===== config.mk =====
export PLATFORM = sky130hd
export DESIGN_NAME = forth_source_tokenizer_top
export DESIGN_NICKNAME = d
export VERILOG_FILES = /design/src/hdl/fst_pkg.sv /design/src/hdl/forth_source_tokenizer_top.sv
export VERILOG_INCLUDE_DIRS = /design/src /design/src/hdl
export SDC_FILE = /design/constraint.sdc
export NUM_CORES = 1
export LEC_CHECK = 0
export BUFFER_PORTS_ARGS = -buffer_cell sky130_fd_sc_hd__clkbuf_2
export CAP_MARGIN = 20
export CORE_MARGIN = 10
export CORE_UTILIZATION = 50
export DETAILED_ROUTE_END_ITERATION = 8
export GPL_ROUTABILITY_DRIVEN = 0
export PLACE_DENSITY = 0.66
export SLEW_MARGIN = 20
export SYNTH_ARGS = -nofsm -noshare
export SYNTH_HDL_FRONTEND = slang
export SYNTH_SLANG_ARGS = --single-unit

===== constraint.sdc =====
create_clock -name i_clk -period 7.1 [get_ports i_clk]
set_input_delay 0.71 -clock i_clk [delete_from_list [all_inputs] [get_ports i_clk]]
set_output_delay 0.71 -clock i_clk [all_outputs]
set_load 0.02 [all_outputs]

===== src/hdl/forth_source_tokenizer_top_assert.svh =====
// assertion macros for the source tokenizer
// needs i_clk and i_rst_n in the scope of the module that uses it
`ifndef FORTH_SOURCE_TOKENIZER_TOP_ASSERT_SVH
`define FORTH_SOURCE_TOKENIZER_TOP_ASSERT_SVH

`ifndef SYNTH

`define FST_ASSERT(lbl, expr) \
    lbl: assert property (@(posedge i_clk) disable iff (!i_rst_n) (expr)) \
        else $error("tokenizer assertion failed");

`define FST_ASSERT_IMPL(lbl, ante, cons) \
    lbl: assert property (@(posedge i_clk) disable iff (!i_rst_n) (ante) |-> (cons)) \
        else $error("tokenizer assertion failed");

`define FST_ASSERT_NEXT(lbl, ante, cons) \
    lbl: assert property (@(posedge i_clk) disable iff (!i_rst_n) (ante) |=> (cons)) \
        else $error("tokenizer assertion failed");

`else

`define FST_ASSERT(lbl, expr)
`define FST_ASSERT_IMPL(lbl, ante, cons)
`define FST_ASSERT_NEXT(lbl, ante, cons)

`endif

`endif


===== src/hdl/fst_pkg.sv =====
// types, constants and character class functions of the source tokenizer
// no dependencies
package fst_pkg;

    localparam int IDX_W = 16;
    localparam int TOK_W = 16;
    localparam int KIND_W = 3;

    localparam logic [IDX_W-1:0] IDX_MAX = IDX_W'((64'd1 << IDX_W) - 64'd1);
    localparam logic [IDX_W:0]   ORG_MAX = (IDX_W+1)'((64'd1 << IDX_W) + 64'd1);
    localparam logic [IDX_W:0]   ORG_ONE = (IDX_W+1)'(1);

    localparam int FIFO_DEPTH = 4;
    localparam int PTR_W = $clog2(FIFO_DEPTH);
    localparam int CNT_W = $clog2(FIFO_DEPTH + 1);

    localparam logic [KIND_W-1:0] K_CMD   = 3'd0;
    localparam logic [KIND_W-1:0] K_STR   = 3'd1;
    localparam logic [KIND_W-1:0] K_INT   = 3'd2;
    localparam logic [KIND_W-1:0] K_FLT   = 3'd3;
    localparam logic [KIND_W-1:0] K_FETCH = 3'd4;
    localparam logic [KIND_W-1:0] K_STORE = 3'd5;

    localparam logic [7:0] CH_NUL    = 8'h00;
    localparam logic [7:0] CH_TAB    = 8'h09;
    localparam logic [7:0] CH_LF     = 8'h0A;
    localparam logic [7:0] CH_CR     = 8'h0D;
    localparam logic [7:0] CH_SPACE  = 8'h20;
    localparam logic [7:0] CH_BANG   = 8'h21;
    localparam logic [7:0] CH_QUOTE  = 8'h22;
    localparam logic [7:0] CH_DOLLAR = 8'h24;
    localparam logic [7:0] CH_STAR   = 8'h2A;
    localparam logic [7:0] CH_PLUS   = 8'h2B;
    localparam logic [7:0] CH_MINUS  = 8'h2D;
    localparam logic [7:0] CH_DOT    = 8'h2E;
    localparam logic [7:0] CH_SLASH  = 8'h2F;
    localparam logic [7:0] CH_ZERO   = 8'h30;
    localparam logic [7:0] CH_NINE   = 8'h39;
    localparam logic [7:0] CH_EQ     = 8'h3D;
    localparam logic [7:0] CH_UP_E   = 8'h45;
    localparam logic [7:0] CH_LO_A   = 8'h61;
    localparam logic [7:0] CH_LO_E   = 8'h65;
    localparam logic [7:0] CH_LO_Z   = 8'h7A;
    localparam logic [7:0] CH_LBRACE = 8'h7B;
    localparam logic [7:0] CH_RBRACE = 8'h7D;

    typedef enum logic [21:0] {
        LX_IDLE       = 22'd1,
        LX_INT        = 22'd2,
        LX_CMD        = 22'd4,
        LX_STR        = 22'd8,
        LX_SIGN       = 22'd16,
        LX_QUOTE      = 22'd32,
        LX_BRACE_OPEN = 22'd64,
        LX_BRACE      = 22'd128,
        LX_SLASH      = 22'd256,
        LX_BCMT       = 22'd512,
        LX_BCMT_STAR  = 22'd1024,
        LX_LCMT       = 22'd2048,
        LX_DOLLAR     = 22'd4096,
        LX_FETCH_NAME = 22'd8192,
        LX_BANG       = 22'd16384,
        LX_STORE_NAME = 22'd32768,
        LX_BANG_EQ    = 22'd65536,
        LX_DOT        = 22'd131072,
        LX_FRAC       = 22'd262144,
        LX_EXP        = 22'd524288,
        LX_EXP_SIGN   = 22'd1048576,
        LX_EXP_DIG    = 22'd2097152
    } t_lex;

    typedef struct packed {
        logic [TOK_W-1:0]  start;
        logic [TOK_W-1:0]  length;
        logic [KIND_W-1:0] kind;
        logic              last;
        logic              too_long;
    } t_tok;

    function automatic logic is_lineend(input logic [7:0] c);
        return (c == CH_CR) || (c == CH_LF) || (c == CH_NUL);
    endfunction

    function automatic logic is_blank(input logic [7:0] c);
        return (c == CH_SPACE) || (c == CH_TAB) || is_lineend(c);
    endfunction

    function automatic logic is_digit(input logic [7:0] c);
        return c inside {[CH_ZERO:CH_NINE]};
    endfunction

    function automatic logic is_exp(input logic [7:0] c);
        return (c == CH_LO_E) || (c == CH_UP_E);
    endfunction

    function automatic logic is_sign(input logic [7:0] c);
        return (c == CH_PLUS) || (c == CH_MINUS);
    endfunction

    function automatic logic [IDX_W:0] inc_org(input logic [IDX_W:0] x);
        return (x < ORG_MAX) ? x + 1'b1 : x;
    endfunction

endpackage


===== src/hdl/forth_source_tokenizer_top.sv =====
// source tokenizer top level: lexer state, byte index and a small result queue
// depends on fst_pkg and forth_source_tokenizer_top_assert.svh
//
// usage
//   input stream: one source byte per request on i_s_axis_tdata[7:0]; a zero byte
//   ends the program, is lexed as a blank and then returns the lexer to its start
//   output stream: one token per request, tdata = start, length, kind; tlast marks
//   the final token caused by one byte, tuser flags a saturated byte index
//   a token caused by a byte is written to the result queue when that byte is taken
//   throughput: one byte per cycle while ready is high; a byte gives zero, one or
//   two tokens, so the rate is set by the four-entry result queue and the output
//   side draining it
//   ready is high while the queue has room for two tokens
//   reset: lexer between tokens, index zero, queue empty
//   a stalled receiver fills the queue and then holds off the input side
`include "forth_source_tokenizer_top_assert.svh"

module forth_source_tokenizer_top
    import fst_pkg::*;
(
    input  logic        i_clk,
    input  logic        i_rst_n,
    input  logic        i_s_axis_tvalid,
    output logic        o_s_axis_tready,
    input  logic [7:0]  i_s_axis_tdata,     // [7:0] char_code
    output logic        o_m_axis_tvalid,
    input  logic        i_m_axis_tready,
    output logic [39:0] o_m_axis_tdata,     // [15:0] token_start, [31:16] token_length,
                                            // [34:32] token_kind, [39:35] zero
    output logic        o_m_axis_tlast,     // last_of_run
    output logic [0:0]  o_m_axis_tuser      // [0] too_long
);

    t_lex             r_lex, n_lex;
    logic [IDX_W-1:0] r_idx, n_idx;
    logic [IDX_W:0]   r_org, n_org;

    t_tok             r_fifo [FIFO_DEPTH];
    logic [PTR_W-1:0] r_wp, n_wp;
    logic [PTR_W-1:0] r_rp, n_rp;
    logic [CNT_W-1:0] r_count, n_count;

    logic [7:0]        w_c;
    logic              w_in_acc;
    logic              w_out_acc;
    logic              w_close;
    logic              w_imp;
    logic              w_bump;
    logic [KIND_W-1:0] w_kind;
    logic [KIND_W-1:0] w_imp_kind;
    logic [IDX_W:0]    w_start;
    logic [IDX_W:0]    w_cur;
    logic [IDX_W:0]    w_len;
    logic [IDX_W:0]    w_org1;
    logic [IDX_W:0]    w_org2;
    logic              w_sat;
    logic [1:0]        w_push_n;
    t_tok              w_res0;
    t_tok              w_res1;
    t_tok              w_head;

    assign w_c       = i_s_axis_tdata;
    assign w_in_acc  = i_s_axis_tvalid && o_s_axis_tready;
    assign w_out_acc = o_m_axis_tvalid && i_m_axis_tready;

    // next lexer state and token events
    always_comb begin
        n_lex      = LX_CMD;
        w_close    = 1'b0;
        w_kind     = K_CMD;
        w_imp      = 1'b0;
        w_imp_kind = K_FETCH;
        w_bump     = 1'b0;
        case (r_lex)
            LX_INT: begin
                if (is_blank(w_c)) begin
                    w_close = 1'b1; w_kind = K_INT; n_lex = LX_IDLE;
                end else if (is_exp(w_c)) begin
                    n_lex = LX_EXP;
                end else if (w_c == CH_DOT) begin
                    n_lex = LX_DOT;
                end else if (is_digit(w_c)) begin
                    n_lex = LX_INT;
                end
            end
            LX_CMD: begin
                if (is_blank(w_c)) begin
                    w_close = 1'b1; n_lex = LX_IDLE;
                end
            end
            LX_STR, LX_QUOTE: begin
                n_lex = LX_STR;
                if (w_c == CH_QUOTE) begin
                    w_close = 1'b1; w_kind = K_STR; n_lex = LX_IDLE;
                end
            end
            LX_SIGN: begin
                if (is_blank(w_c)) begin
                    w_close = 1'b1; n_lex = LX_IDLE;
                end else if (is_digit(w_c)) begin
                    n_lex = LX_INT;
                end
            end
            LX_BRACE_OPEN: begin
                n_lex = LX_BRACE;
            end
            LX_BRACE: begin
                n_lex = LX_BRACE;
                if (w_c == CH_RBRACE) begin
                    w_close = 1'b1; n_lex = LX_IDLE;
                end
            end
            LX_SLASH: begin
                if (w_c == CH_STAR) begin
                    n_lex = LX_BCMT; w_bump = 1'b1;
                end else if (w_c == CH_SLASH) begin
                    n_lex = LX_LCMT; w_bump = 1'b1;
                end else if (is_blank(w_c)) begin
                    w_close = 1'b1; n_lex = LX_IDLE;
                end
            end
            LX_BCMT: begin
                w_bump = 1'b1;
                n_lex  = (w_c == CH_STAR) ? LX_BCMT_STAR : LX_BCMT;
            end
            LX_BCMT_STAR: begin
                w_bump = 1'b1;
                n_lex  = (w_c == CH_SLASH) ? LX_IDLE : LX_BCMT;
            end
            LX_LCMT: begin
                w_bump = 1'b1;
                n_lex  = is_lineend(w_c) ? LX_IDLE : LX_LCMT;
            end
            LX_DOLLAR: begin
                n_lex  = LX_FETCH_NAME;
                w_bump = 1'b1;
            end
            LX_FETCH_NAME: begin
                n_lex = LX_FETCH_NAME;
                if (is_blank(w_c)) begin
                    w_close = 1'b1; w_kind = K_STR; w_imp = 1'b1;
                    w_imp_kind = K_FETCH; n_lex = LX_IDLE;
                end
            end
            LX_BANG: begin
                if (w_c == CH_EQ) begin
                    n_lex = LX_BANG_EQ;
                end else if (is_blank(w_c)) begin
                    w_close = 1'b1; n_lex = LX_IDLE;
                end else begin
                    n_lex = LX_STORE_NAME; w_bump = 1'b1;
                end
            end
            LX_STORE_NAME: begin
                n_lex = LX_STORE_NAME;
                if (is_blank(w_c)) begin
                    w_close = 1'b1; w_kind = K_STR; w_imp = 1'b1;
                    w_imp_kind = K_STORE; n_lex = LX_IDLE;
                end
            end
            LX_BANG_EQ: begin
                n_lex = LX_STORE_NAME;
                if (is_blank(w_c)) begin
                    w_close = 1'b1; n_lex = LX_IDLE;
                end
            end
            LX_DOT, LX_EXP_SIGN: begin
                if (is_blank(w_c)) begin
                    w_close = 1'b1; n_lex = LX_IDLE;
                end else if ((r_lex == LX_DOT) && is_exp(w_c)) begin
                    n_lex = LX_EXP;
                end else if (is_digit(w_c)) begin
                    n_lex = (r_lex == LX_DOT) ? LX_FRAC : LX_EXP_DIG;
                end
            end
            LX_FRAC: begin
                if (is_blank(w_c)) begin
                    w_close = 1'b1; w_kind = K_FLT; n_lex = LX_IDLE;
                end else if (is_exp(w_c)) begin
                    n_lex = LX_EXP;
                end else if (is_digit(w_c)) begin
                    n_lex = LX_FRAC;
                end
            end
            LX_EXP: begin
                if (is_blank(w_c)) begin
                    w_close = 1'b1; n_lex = LX_IDLE;
                end else if (is_digit(w_c)) begin
                    n_lex = LX_EXP_DIG;
                end else if (is_sign(w_c)) begin
                    n_lex = LX_EXP_SIGN;
                end
            end
            LX_EXP_DIG: begin
                if (is_blank(w_c)) begin
                    w_close = 1'b1; w_kind = K_FLT; n_lex = LX_IDLE;
                end else if (is_digit(w_c)) begin
                    n_lex = LX_EXP_DIG;
                end
            end
            default: begin
                // between tokens
                if (w_c == CH_BANG) begin
                    n_lex = LX_BANG;
                end else if (w_c == CH_DOLLAR) begin
                    n_lex = LX_DOLLAR;
                end else if (w_c == CH_SLASH) begin
                    n_lex = LX_SLASH;
                end else if (is_blank(w_c)) begin
                    n_lex = LX_IDLE;
                end else if (w_c == CH_LBRACE) begin
                    n_lex = LX_BRACE_OPEN;
                end else if (w_c == CH_QUOTE) begin
                    n_lex = LX_QUOTE;
                end else if (is_sign(w_c)) begin
                    n_lex = LX_SIGN;
                end else if (w_c inside {[CH_LO_A:CH_LO_Z]} || (w_c == CH_DOT)) begin
                    n_lex = LX_CMD;
                end else if (is_digit(w_c)) begin
                    n_lex = LX_INT;
                end
            end
        endcase
    end

    // token bounds and origin update
    always_comb begin
        w_cur   = {1'b0, r_idx};
        w_start = r_org - 1'b1;
        w_len   = (w_cur >= w_start) ? w_cur - w_start : '0;
        w_sat   = (r_idx == IDX_MAX);
        w_org1  = w_close ? w_cur + 1'b1 : r_org;
        w_org2  = w_bump ? inc_org(w_org1) : w_org1;
        if ((n_lex == LX_IDLE) || (n_lex == LX_QUOTE) || (n_lex == LX_BRACE_OPEN)) begin
            n_org = inc_org(w_org2);
        end else begin
            n_org = w_org2;
        end
        n_idx = (r_idx < IDX_MAX) ? r_idx + 1'b1 : r_idx;
    end

    always_comb begin
        w_res0.start    = w_start[TOK_W-1:0];
        w_res0.length   = w_len[TOK_W-1:0];
        w_res0.kind     = w_kind;
        w_res0.last     = !w_imp;
        w_res0.too_long = w_sat;
        w_res1.start    = '0;
        w_res1.length   = TOK_W'(1);
        w_res1.kind     = w_imp_kind;
        w_res1.last     = 1'b1;
        w_res1.too_long = w_sat;
        w_push_n        = w_in_acc ? {1'b0, w_close} + {1'b0, w_imp} : 2'd0;
        n_wp            = r_wp + PTR_W'(w_push_n);
        n_rp            = w_out_acc ? r_rp + 1'b1 : r_rp;
        n_count         = r_count + CNT_W'(w_push_n) - CNT_W'(w_out_acc);
    end

    always_ff @(posedge i_clk) begin
        if (!i_rst_n) begin
            r_lex   <= LX_IDLE;
            r_idx   <= '0;
            r_org   <= ORG_ONE;
            r_wp    <= '0;
            r_rp    <= '0;
            r_count <= '0;
        end else begin
            if (w_in_acc) begin
                if (w_c == CH_NUL) begin
                    r_lex <= LX_IDLE;
                    r_idx <= '0;
                    r_org <= ORG_ONE;
                end else begin
                    r_lex <= n_lex;
                    r_idx <= n_idx;
                    r_org <= n_org;
                end
            end
            r_wp    <= n_wp;
            r_rp    <= n_rp;
            r_count <= n_count;
        end
    end

    // result queue storage
    always_ff @(posedge i_clk) begin
        if (w_push_n != 2'd0) begin
            r_fifo[r_wp] <= w_res0;
        end
        if (w_push_n == 2'd2) begin
            r_fifo[r_wp + 1'b1] <= w_res1;
        end
    end

    assign w_head          = r_fifo[r_rp];
    assign o_s_axis_tready = (r_count <= CNT_W'(FIFO_DEPTH - 2));
    assign o_m_axis_tvalid = (r_count != '0);
    assign o_m_axis_tdata  = {5'd0, w_head.kind, w_head.length, w_head.start};
    assign o_m_axis_tlast  = w_head.last;
    assign o_m_axis_tuser  = w_head.too_long;

    `FST_ASSERT(a_count_bound, r_count <= CNT_W'(FIFO_DEPTH))
    `FST_ASSERT_IMPL(a_push_fits, w_in_acc, (r_count + CNT_W'(w_push_n)) <= CNT_W'(FIFO_DEPTH))
    `FST_ASSERT_IMPL(a_pair_order, w_push_n == 2'd2, !w_res0.last && (w_res1.kind == K_FETCH || w_res1.kind == K_STORE))
    `FST_ASSERT_NEXT(a_zero_resets, w_in_acc && (w_c == CH_NUL), r_lex == LX_IDLE && r_idx == '0 && r_org == ORG_ONE)
    `FST_ASSERT_NEXT(a_index_step, w_in_acc && (w_c != CH_NUL) && (r_idx < IDX_MAX), r_idx == $past(r_idx) + 1'b1)

endmodule

# == After elaboration in Yosys (flattened, before gate mapping) ==
# Memory sizes are Yosys's and may differ from the RTL's. A register that Yosys moved wholly into a read port is not among the register bits.
# Index checks and enable logic that the tools add are counted.
# classes
n_addsub,12
mul,0
div_mod_pow,0
n_lt_le_gt_ge,9
n_eq_ne,43
shifts,0
n_mux,74
bitwise_logic,0
n_reduce_logical,27
# ops
operator,n
two-way mux 22 bit,19
case mux 22 bit (18 select lines),1
two-way mux 17 bit,7
"== test 8 x 6 -> 1 bit, second input constant",10
two-way mux 20 bit,4
two-way mux 16 bit,4
"== test 22 x 6 -> 1 bit, second input constant",2
"== test 22 x 7 -> 1 bit, second input constant",2
"adder 17 x 1 -> 17 bit, second input constant",2
"less-than comparator 17 bit, second input constant",2
"== test 8 x 7 -> 1 bit, second input constant",4
"== test 8 x 4 -> 1 bit, second input constant",3
"== test 22 x 1 -> 1 bit, second input constant",1
"== test 22 x 10 -> 1 bit, second input constant",1
"== test 22 x 11 -> 1 bit, second input constant",1
"== test 22 x 12 -> 1 bit, second input constant",1
"== test 22 x 13 -> 1 bit, second input constant",1
"== test 22 x 14 -> 1 bit, second input constant",1
"== test 22 x 15 -> 1 bit, second input constant",1
"== test 22 x 16 -> 1 bit, second input constant",1
"== test 22 x 17 -> 1 bit, second input constant",1
"== test 22 x 18 -> 1 bit, second input constant",1
"== test 22 x 19 -> 1 bit, second input constant",1
"== test 22 x 2 -> 1 bit, second input constant",1
51 further kinds,93
# word_totals
reg_bits,62
latch_bits,0
ram_bits,148
rom_bits,0
inputBits,12
output_inout_bits,44
elab_cells,172
memories,1
# mem_list
name,words,width,read_ports,rd_ports_with_merged_regs,write_ports,line_no,text
r_fifo,4,37,1,1,2,forth_source_tokenizer_top.sv:38,t_tok r_fifo [FIFO_DEPTH];

# == Longest topological paths before layout ==
# Gate-level depths: netlist of the first run.
# depth
word_depth,17
mapped_depth,24
mapped_depth_nobuf,19

# == Worst setup path before layout of the first run ==
# Ideal clock, no wire load.
# synth_path
path_kind,in2reg
from,input port i_s_axis_tdata[0]
to,register r_org[13]
setup_ns,0.127
arrival_time_ns,5.747
required_ns,6.973
setup_slack_ns,1.226
stages,23
n_path_buf,4
cell_sequence,clkbuf_1 -> or4_1 -> o32ai_1 -> or2_2 -> clkbuf_1 -> nor3_1 -> a21oi_2 -> buf_4 -> buf_2 -> nor2_1 -> a21oi_1 -> ha_1 -> and3_1 -> nand2_1 -> nor4b_1 -> xnor2_1 -> mux2i_1 -> or4_1 -> nor4b_2 -> a41oi_2 -> nor3_2 -> nor2_1 -> or3_1
# synth_between
elab_chain_len,17
elab_cells_between_ends,95
cone_classes,add/sub: 2; order compare: 6; eq/ne: 20; mux: 54; reduce/logical: 13
# synth_rtl
item,line_no,text
"start, declared",forth_source_tokenizer_top.sv:25,"input logic [7:0] i_s_axis_tdata,"
"parallel branches: the longest is 16 deep, another holds adder 17 x 1 -> 17 bit",-,
two-way mux 17 bit (*),forth_source_tokenizer_top.sv:269,if (w_c == CH_NUL) begin
"end signal, assigned",forth_source_tokenizer_top.sv:276,r_org <= n_org;
"end, declared",forth_source_tokenizer_top.sv:36,"logic [IDX_W:0] r_org, n_org;"
# Mark *: on every way between the ends.
# A chain may end at the register's enable or synchronous reset.

# == Final worst setup path of the first run ==
# layout_path
from,register r_lex[8]
to,register r_org[15]
# layout_between
elab_chain_len,11
elab_cells_between_ends,49
cone_classes,add/sub: 2; order compare: 2; eq/ne: 24; mux: 13; reduce/logical: 8
# layout_rtl
item,line_no,text
"start, declared",forth_source_tokenizer_top.sv:34,"t_lex r_lex, n_lex;"
"start signal, assigned",forth_source_tokenizer_top.sv:274,r_lex <= n_lex;
== test 22 x 18 -> 1 bit (tied with other cells),"forth_source_tokenizer_top.sv:74, forth_source_tokenizer_top.sv:170, forth_source_tokenizer_top.sv:173",
OR reduction 11 bit (no source line) (tied with other cells),-,
case mux 1 bit (5 select lines) / two-way mux 22 bit (equally long branches),"forth_source_tokenizer_top.sv:74, forth_source_tokenizer_top.sv:172",
two-way mux 17 bit / two-way mux 22 bit (equally long branches),"forth_source_tokenizer_top.sv:232, forth_source_tokenizer_top.sv:170",
adder 17 x 1 -> 17 bit (tied with other cells),fst_pkg.sv:101,return (x < ORG_MAX) ? x + 1'b1 : x;
two-way mux 17 bit / case mux 22 bit (18 select lines) (equally long branches),"fst_pkg.sv:101, forth_source_tokenizer_top.sv:74",
two-way mux 17 bit (tied with other cells),forth_source_tokenizer_top.sv:233,w_org2 = w_bump ? inc_org(w_org1) : w_org1;
adder 17 x 1 -> 17 bit (tied with other cells),fst_pkg.sv:101,
two-way mux 17 bit / logical OR 1 bit (equally long branches),"fst_pkg.sv:101, forth_source_tokenizer_top.sv:234",
two-way mux 17 bit (*),forth_source_tokenizer_top.sv:234,if ((n_lex == LX_IDLE) || (n_lex == LX_QUOTE) || (n_lex == LX_BRACE_OPEN)) begin
two-way mux 17 bit (*),forth_source_tokenizer_top.sv:269,
# Every way passes the cells marked *; elsewhere a longest branch is shown, timed or not.

==> results of run 1 <==
## layer usage
metal	GRT usage [%]	vias up
met5	0	-
met4	5.37	0
met3	3.28	58
met2	34.4	347
met1	29.1	5061
li1	-	5080
## placed cells by master, fill, tap and decap left out, types with 12 or more instances in the layout
cell,n
sky130_fd_sc_hd__a21oi_1,45
sky130_fd_sc_hd__inv_1,28
sky130_fd_sc_hd__xnor2_1,53
sky130_fd_sc_hd__o21ai_0,106
sky130_fd_sc_hd__and3_1,12
sky130_fd_sc_hd__or3_1,17
sky130_fd_sc_hd__nor2_1,146
sky130_fd_sc_hd__nand4_1,19
sky130_fd_sc_hd__clkbuf_2,50
sky130_fd_sc_hd__nor3_1,47
sky130_fd_sc_hd__a32o_1,53
sky130_fd_sc_hd__buf_4,16
sky130_fd_sc_hd__ha_1,25
sky130_fd_sc_hd__nor4_1,20
sky130_fd_sc_hd__nand2_1,176
sky130_fd_sc_hd__nand3_1,34
sky130_fd_sc_hd__and2_1,17
sky130_fd_sc_hd__xor2_1,27
sky130_fd_sc_hd__clkbuf_16,24
sky130_fd_sc_hd__mux4_2,37
sky130_fd_sc_hd__dfxtp_1,202
sky130_fd_sc_hd__nor2b_1,12
sky130_fd_sc_hd__a31oi_1,12
## logic make-up (layout without fill, tap and decap cells)
kind of cell,after synthesis,count (layout),synth area share (%)
flops,212,212,36.1
mux,52,52,8.26
xor+xnor,80,80,5.86
other cells,1,5,0.0313
simple gates,587,587,24.9
compound gates,307,307,17.5
buf+inv,127,138,4.34
fa+ha+maj,27,27,2.95
## worst max-delay path: stages (launching register included)
cell and delay (ns):
sky130_fd_sc_hd__dfxtp_1 0.37, sky130_fd_sc_hd__nor4_2 0.70, sky130_fd_sc_hd__nand4_2 0.33, sky130_fd_sc_hd__a2111oi_2 0.55
sky130_fd_sc_hd__nor4_2 0.22, sky130_fd_sc_hd__a21oi_2 0.44, sky130_fd_sc_hd__nor2_1 0.09, sky130_fd_sc_hd__a21oi_1 0.30
sky130_fd_sc_hd__ha_1 0.29, sky130_fd_sc_hd__and3_1 0.23, sky130_fd_sc_hd__nand2_1 0.09, sky130_fd_sc_hd__nor4b_1 0.40
sky130_fd_sc_hd__xnor2_1 0.17, sky130_fd_sc_hd__mux2i_1 0.14, sky130_fd_sc_hd__or4_1 0.54, sky130_fd_sc_hd__nor4b_2 0.25
sky130_fd_sc_hd__a41oi_2 0.14, sky130_fd_sc_hd__buf_4 0.22, sky130_fd_sc_hd__nor3_2 0.31, sky130_fd_sc_hd__nor2_1 0.09
sky130_fd_sc_hd__or3_1 0.34
## metrics by stage
stage          total power, mW  setup slack (ns)  hold WS, ns  utilization, %  instance area (µm²)
2_1_floorplan             1.81              1.23        0.418               -                12000
3_3_place_gp              1.98             0.901        0.428            52.5                12400
3_5_place_dp              1.98             0.726        0.431            52.6                12400
4_1_cts                   3.22             0.870        0.441            55.9                13200
5_1_grt                   3.35             0.257        0.451            55.9                13200
6_report                  3.21             0.781        0.439            55.9                13200
## power by group
part / internal (mW) / switching (mW) / total (mW)
logic: 0.238 / 0.467 / 0.705
registers: 1.22 / 0.0380 / 1.26
clock network: 0.735 / 0.506 / 1.24
total: 2.19 / 1.01 / 3.21
## worst paths after layout
path	depth (start not counted)	to	start	slack, ns
hold / removal	2	r_fifo[0][4]$_SDFFE_PP1P_	r_fifo[0][4]$_SDFFE_PP1P_	0.44
hold reg to reg	2	r_fifo[0][4]$_SDFFE_PP1P_	r_fifo[0][4]$_SDFFE_PP1P_	0.44
setup / recovery	20	r_org[15]$_SDFFE_PN0P_	r_lex[8]$_SDFFE_PN0P_	0.78
setup reg to reg	20	r_org[15]$_SDFFE_PN0P_	r_lex[8]$_SDFFE_PN0P_	0.78
## synthesized netlist by cell type (17+ instances only)
master	number	area, µm²
sky130_fd_sc_hd__a21oi_1	46	230
sky130_fd_sc_hd__a32o_1	53	531
sky130_fd_sc_hd__and2_1	17	106
sky130_fd_sc_hd__clkbuf_1	77	289
sky130_fd_sc_hd__dfxtp_1	204	4080
sky130_fd_sc_hd__ha_1	25	313
sky130_fd_sc_hd__inv_1	28	105
sky130_fd_sc_hd__mux4_2	37	833
sky130_fd_sc_hd__nand2_1	176	661
sky130_fd_sc_hd__nand3_1	34	170
sky130_fd_sc_hd__nand4_1	19	119
sky130_fd_sc_hd__nor2_1	147	552
sky130_fd_sc_hd__nor3_1	47	235
sky130_fd_sc_hd__nor4_1	20	125
sky130_fd_sc_hd__o21ai_0	106	531
sky130_fd_sc_hd__or3_1	17	106
sky130_fd_sc_hd__xnor2_1	53	464
sky130_fd_sc_hd__xor2_1	27	236
## area by class of cell
class                   count  area, µm²
clock buffers              33        674
clock inverters             9        109
fillers                  2217      10400
inverters                  29        109
multi-input cells        1058       7170
flip-flops and latches    212       4330
well taps                 319        399
repair buffers             67        382
## registers in the layout (all words and copies together), names as in the netlist, named ones only
register / flops
r_rp: 2
r_org: 17
r_fifo: 148
r_wp: 2
r_count: 3
r_idx: 16
r_lex: 22
==> results by stage, run 1 <==
Critical path:
- The critical path data required time is 7.52 ns.
- The worst setup path is launched from a flip-flop.
- The critical path start-end classification is flip-flop to flip-flop.
- At the worst endpoint, the arrival time is 6.74 ns.
- Along the worst path, the maximum fanout reaches 16.
- STA classifies the critical path endpoint as a flip-flop.

GRT:
- The via count of the first global-routing pass came to 9829.
- The wire length of the first global-routing pass is 53900 µm.
- The global-route usage over all layers is 21.3%.
- Entering global routing, the biggest net connects 55 pins.
- The overall overflow remaining after global route is 0.
- The initial antenna violation count was 0.

Yosys:
- The yosys synthesis warning count is 0.
- Of all flip-flops after synthesis, the portion carrying an async set or reset was 0%.
- In this run, synthesis produced a sequential element count of 212.
- The average instance in the mapped netlist occupies 8.59 µm².
- The sequential element share of the synthesized area is 36.1%.
- For this run, the leading register cell type out of synthesis is sky130_fd_sc_hd__dfxtp_1.
- The post-synthesis instance area is 12000 µm².
- Synthesis produced 1393 cells.
- The number of synthesized flops with an enable pin is 8.
- After synthesis, the netlist uses 85 different library cells.

Route:
- The detailed-route vias per instance is 6.11.
- Summing over every cut layer, the via total after detailed routing is 10500.
- The routed metal-1 wirelength is 15400 µm.
- In this run, the number of DRC markers left after iteration 0 of detailed routing was 988.
- The number of routed nets with antenna violations is 0.
- Dividing the detail-routed wire length by the instance count gives 19.4 µm.
- After detailed routing, the met3 layer carries 1990 µm of wire.
- After detailed routing, no signal wire sits above met4.
- After detailed routing, the number of remaining DRC violations is 0.
- The iteration count of the initial detailed-routing pass is 5.
- Wire segments on met2 add up to 15400 µm in the final route.
- Wires add up to 33500 µm.

Final layout:
- Once layout is complete, the cells apart from fillers number 1727.
- The layout-stage area growth over the synthesis result is 10.1%.
- For this run, the post-layout net count is 1431.
- The repair_antennas step left the layout with diodes totalling 0.
- The fraction of layout instances using a drive strength above 1 is 13.6%.

Outcome:
- The flow ran to the end, and the final reports show no timing, DRC or antenna violations.

Flow run:
- Across the run, the number of max-cap violations was 0.

STA:
- For this run, the top clock speed supported by timing is 158 MHz.
- The count of endpoints failing hold in the final timing report is 0.
- Headroom to the max-slew limit came out at 29.1%.
- The final clock skew is 0.00977 ns.
- The sum of negative setup slack is 0 ns.
- The number of pins with negative max-slew slack in the final report came to 0.
- The setup violation total in the final timing report is 0.
- At the pin with the least slew margin, the transition time is 1.06 ns.
- The post-route fraction of the period consumed by the critical path is 89.0%.
- Setup repair after global routing left no endpoint under its margin.
- Subtracting the final worst setup slack from the clock period gives 6.32 ns.

Floorplan:
- The floorplan step set the die height to 175 µm.
- Once the floorplan was initialized, standard cells occupied 50.8% of the core.
- The die boundary width is 175 µm.
- The placeable core region is 23500 µm².
- The count of pins on the block boundary is 56.
- The floorplan die area is 30500 µm².
- The floorplan row count is 56.

Clocking:
- The later pin in the worst-skew pair is clocked with a latency of 0.53 ns.
- Post-CTS repair changed the size of 0 cells.
- Counting along the longest clock path gives a buffer depth of 3.
- The buffer type at the clock tree root is sky130_fd_sc_hd__clkbuf_16.
- TritonCTS built the clock tree.
- After clock tree synthesis, the setup repair step added 0 buffers.
- Counting every sink on the clock net gives 212.
- The count of hold buffers inserted by post-cts repair is 0.
- In this run the number of H-tree levels came out at 1.
- The number of buffers inserted during clock tree synthesis is 24.
- The clock transition at the registers of the reported paths is 0.06 ns.

Power:
- The maximum vdd ir drop is 150 µV.
- The analysis attributes to cell leakage a power of 4.63 nW.
- In this run the power density over the cells is 243 nW/µm².

Placement:
- The number of placed instances with taps included is 1685.
- Summed over all nets, the half-perimeter wirelength after detailed placement is 23500 µm.
- In this run the tool buffered the top-level ports with 50 buffer cells.

Min path:
- The worst hold-check path type is flip-flop to flip-flop.
Power figures use the tool's default switching activity.
==> run 2: changes to the inputs <==
- PLACE_DENSITY: 0.66 -> 0.69
- clock period: 7.1 -> 5.1 ns (I/O delays scaled with it)
==> run 2 against run 1 <==
  * Clock power rose by 49%
  * Worst hold slack got worse by 0.12 ns
  * Utilization rose by 3.7 points
  * Setup slack got worse by 0.55 ns
  * Power rose by 46%
  * Cell area rose by 6.6%
==> results by stage, run 2 (synthesis results as in run 1) <==
Final layout:
- The number of flip-flops under the largest register name is 148.
- For this run, the post-layout net count is 1503.
- The layout has 2104 filler cells.
- Relative to the synthesized area, the layout overhead comes to 17.3%.
- The summed area of non-filler cells in the final layout is 14000 µm².
- The largest registers in the layout are r_fifo (148), r_lex (22), r_org (17).
- Of the cells placed in the final design, the portion with a size suffix greater than 1 is 19.2%.
- In the layout the commonest cells are 199 x sky130_fd_sc_hd__dfxtp_1, 175 x sky130_fd_sc_hd__nand2_1, 145 x sky130_fd_sc_hd__nor2_1.
- The final core utilization is 59.6%.
- Ranked by flip-flop count, first place goes to r_fifo.
- The number of antenna diodes in the final layout is 0.
- Leaving out fill and tap cells, the most frequent cell in the layout is sky130_fd_sc_hd__dfxtp_1.
- Excluding fillers, the count of instances in the completed layout stands at 1798.

Critical path:
- The most critical setup path has its endpoint at r_org[2]$_SDFFE_PN0P_.
- The reg-to-reg critical path endpoint is r_org[2]$_SDFFE_PN0P_.
- In this run the worst setup path begins at r_lex[3]$_SDFFE_PN0P_.
- The critical path data required time is 5.47 ns.
- The critical path start-end classification is flip-flop to flip-flop.
- The number of cells on the worst reg-to-reg path is 23.
- The startpoint of the worst-slack reg-to-reg timing path is r_lex[3]$_SDFFE_PN0P_.
- Along the worst path, the maximum fanout reaches 7.
- The worst setup path is launched from a flip-flop.
- In this run the register-to-register setup slack is 0.23 ns.
- The endpoint arrival time on the critical path is 5.23 ns.
- The worst setup path is captured at a flip-flop.

Power:
- The total power density per cell area is 333 nW/µm².
- The switching portion of total power is 30.4%.
- Summed over all cells, the static leakage comes to 5.14 nW.
- The register share of total power is 38.4%.
- VDD sags by at most 237 µV.
- In this run the power spent charging and discharging nets is 1.42 mW.
- The clock share of power is 39.6%.
- The combinational share of power is 22.0%.
- The cell-internal power is 3.25 mW.

STA:
- The post-route fraction of the period consumed by the critical path is 95.5%.
- The worst hold margin is 0.318 ns.
- The worst-case headroom to the max-slew limit is 27.4%.
- The number of pins with negative max-slew slack in the final report is 0.
- The pin slew with the least headroom to its limit is 1.08 ns.
- The count of endpoints failing hold in the final timing report is 0.
- For the final database, setup skew stands at 0.0276 ns.
- Once routing completed, OpenROAD measured the worst setup slack at 0.231 ns.
- Counting I/O delays and the setup requirement, the final critical path takes 4.87 ns.
- Setup violations remaining at the end of the flow were counted as 0.
- The maximum clock rate is 205 MHz.

Floorplan:
- The die boundary width is 175 µm.
- The floorplan die area is 30500 µm².
- The floorplan row count is 56.
- 56 I/O pins were placed.
- The total area inside the core boundary comes to 23500 µm².
- From bottom edge to top edge, the die measures 175 µm.
- The starting density of the core is 50.8%.

Route:
- In the routed design, unresolved DRC markers number 0.
- Before antenna repair, the detailed router went through 5 iterations.
- The count of nets left with antenna violations once routing finished came out at 0.
- Summed over all layers, the routed wires come to 34500 µm.
- Using the TritonRoute via totals, the vias-per-cell ratio works out to 6.12.
- The number of DRC violations after detailed-routing iteration 0 is 1158.
- Dividing the detail-routed wire length by the instance count gives 19.2 µm.
- The via count of the routed design is 11000.

Clocking:
- For this design, the CTS-stage hold fixing added 0 buffers.
- TritonCTS built the clock tree.
- The total number of clock tree sinks is 212.
- The H-tree depth is 1.
- For the worst-skew pair, the clock arrives at the later sink with an insertion delay of 0.52 ns.
- The clock transition at the registers of the reported paths is 0.07 ns.
- The cell sitting at the root of the clock tree is a sky130_fd_sc_hd__clkbuf_16.
- The number of buffers inserted during clock tree synthesis is 23.
- The maximum root-to-sink buffer count is 3.

Placement:
- The number of I/O port buffers is 50.
- The number of placed instances with taps included is 1748.
- Summed over all nets, the half-perimeter wirelength after detailed placement is 25000 µm.
- Prior to clock tree synthesis, the placed netlist has a worst setup slack of -0.0629 ns.
- After detailed placement, the total cell area comes to 13000 µm².

GRT:
- Global routing used 21.5% of the available tracks across all layers.
- For this run the aggregate overflow at the end of global routing stands at 0.
- The wire length of the first global-routing pass is 55000 µm.
- The via count of the first global-routing pass is 10300.
- Entering global routing, the biggest net connects 55 pins.
- The initial antenna violation count is 0.

Flow run:
- The number of maximum-capacitance violations is 0.

Outcome:
- The run finished with clean final reports.

Min path:
- The tightest min-delay check is of the input pin to flip-flop type.
- The startpoint of the tightest hold check path is i_rst_n.
-- run 2: changes by cell type in the layout (fill, tap and decap cells not counted), moves of 3 or more --
| cell | previous run | this run |
|---|---|---|
| sky130_fd_sc_hd__nor4_4 | 0 | 7 |
| sky130_fd_sc_hd__buf_12 | 0 | 3 |
| sky130_fd_sc_hd__bufinv_16 | 2 | 6 |
| sky130_fd_sc_hd__nor4_2 | 7 | 1 |
| sky130_fd_sc_hd__clkinv_2 | 5 | 2 |
| sky130_fd_sc_hd__nor4b_4 | 0 | 3 |
| sky130_fd_sc_hd__dfxtp_1 | 202 | 199 |
| sky130_fd_sc_hd__inv_6 | 0 | 3 |
| sky130_fd_sc_hd__dfxtp_2 | 2 | 5 |
| sky130_fd_sc_hd__buf_4 | 16 | 85 |
-- run 2: stage by stage --
stage,TNS [ns],power [mW]
6_report,0,4.67
5_1_grt,-0.00410,4.86
4_1_cts,0,4.66
3_5_place_dp,-0.0669,2.81
3_3_place_gp,0,2.81
2_1_floorplan,0,2.52
-- run 2: layout make-up --
class	count	area (µm²)	share of cell area [%]
inverters	29	109	0.776
well taps	319	399	2.84
multi-input cells	1058	7390	52.7
clock buffers	28	614	4.38
clock inverters	12	224	1.60
repair buffers	140	965	6.88
flip-flops and latches	212	4330	30.9
-- run 2: worst min-delay path by stage --
stage | end | cells past startpoint
final | r_lex[0]$_SDFFE_PN1P_ | 2
after global placement | r_fifo[1][29]$_SDFFE_PP0P_ | 2
after CTS | r_lex[0]$_SDFFE_PN1P_ | 2
after detailed placement | r_fifo[3][4]$_SDFFE_PP1P_ | 2
after global routing | r_lex[0]$_SDFFE_PN1P_ | 2
after floorplan | r_fifo[1][4]$_SDFFE_PP1P_ | 2
-- run 2: metal layers --
layer | global-route usage (%) | vias to the layer above | part of all wire [%]
li1 | - | 5231 | -
met5 | 0 | - | 0
met4 | 4.56 | 0 | 1.8
met3 | 3.60 | 52 | 7.2
met1 | 29.1 | 5323 | 44
met2 | 35.4 | 391 | 47
-- run 2: timing repair --
item / in CTS / in global routing
resized for setup: 0 / 16
setup buffers: 0 / 9
endpoints found under the setup margin: 0 / 17
-- run 2: critical path, stage by stage (launching register included) --
cell and delay, ns:
sky130_fd_sc_hd__dfxtp_1 0.37, sky130_fd_sc_hd__nor4_4 0.39, sky130_fd_sc_hd__buf_4 0.18, sky130_fd_sc_hd__nand4_2 0.13
sky130_fd_sc_hd__buf_4 0.20, sky130_fd_sc_hd__o22ai_2 0.20, sky130_fd_sc_hd__nor4_4 0.07, sky130_fd_sc_hd__a21oi_4 0.23
sky130_fd_sc_hd__nor2_1 0.10, sky130_fd_sc_hd__a21oi_4 0.14, sky130_fd_sc_hd__ha_2 0.19, sky130_fd_sc_hd__and3_4 0.18
sky130_fd_sc_hd__nand2_1 0.10, sky130_fd_sc_hd__nor4b_4 0.27, sky130_fd_sc_hd__xnor2_1 0.16, sky130_fd_sc_hd__mux2i_1 0.11
sky130_fd_sc_hd__or4_1 0.43, sky130_fd_sc_hd__nor4b_2 0.25, sky130_fd_sc_hd__a41oi_2 0.29, sky130_fd_sc_hd__buf_6 0.23
sky130_fd_sc_hd__buf_4 0.13, sky130_fd_sc_hd__nor2b_1 0.13, sky130_fd_sc_hd__xnor2_1 0.13, sky130_fd_sc_hd__o21ai_0 0.08
-- run 2: power groups by stage --
stage          clock network, mW  logic, mW  registers, mW
2_1_floorplan                  0      0.772           1.75
3_3_place_gp                   0      0.977           1.83
3_5_place_dp                   0      0.983           1.83
4_1_cts                     1.87      0.990           1.80
5_1_grt                     1.94       1.11           1.81
6_report                    1.85       1.03           1.79
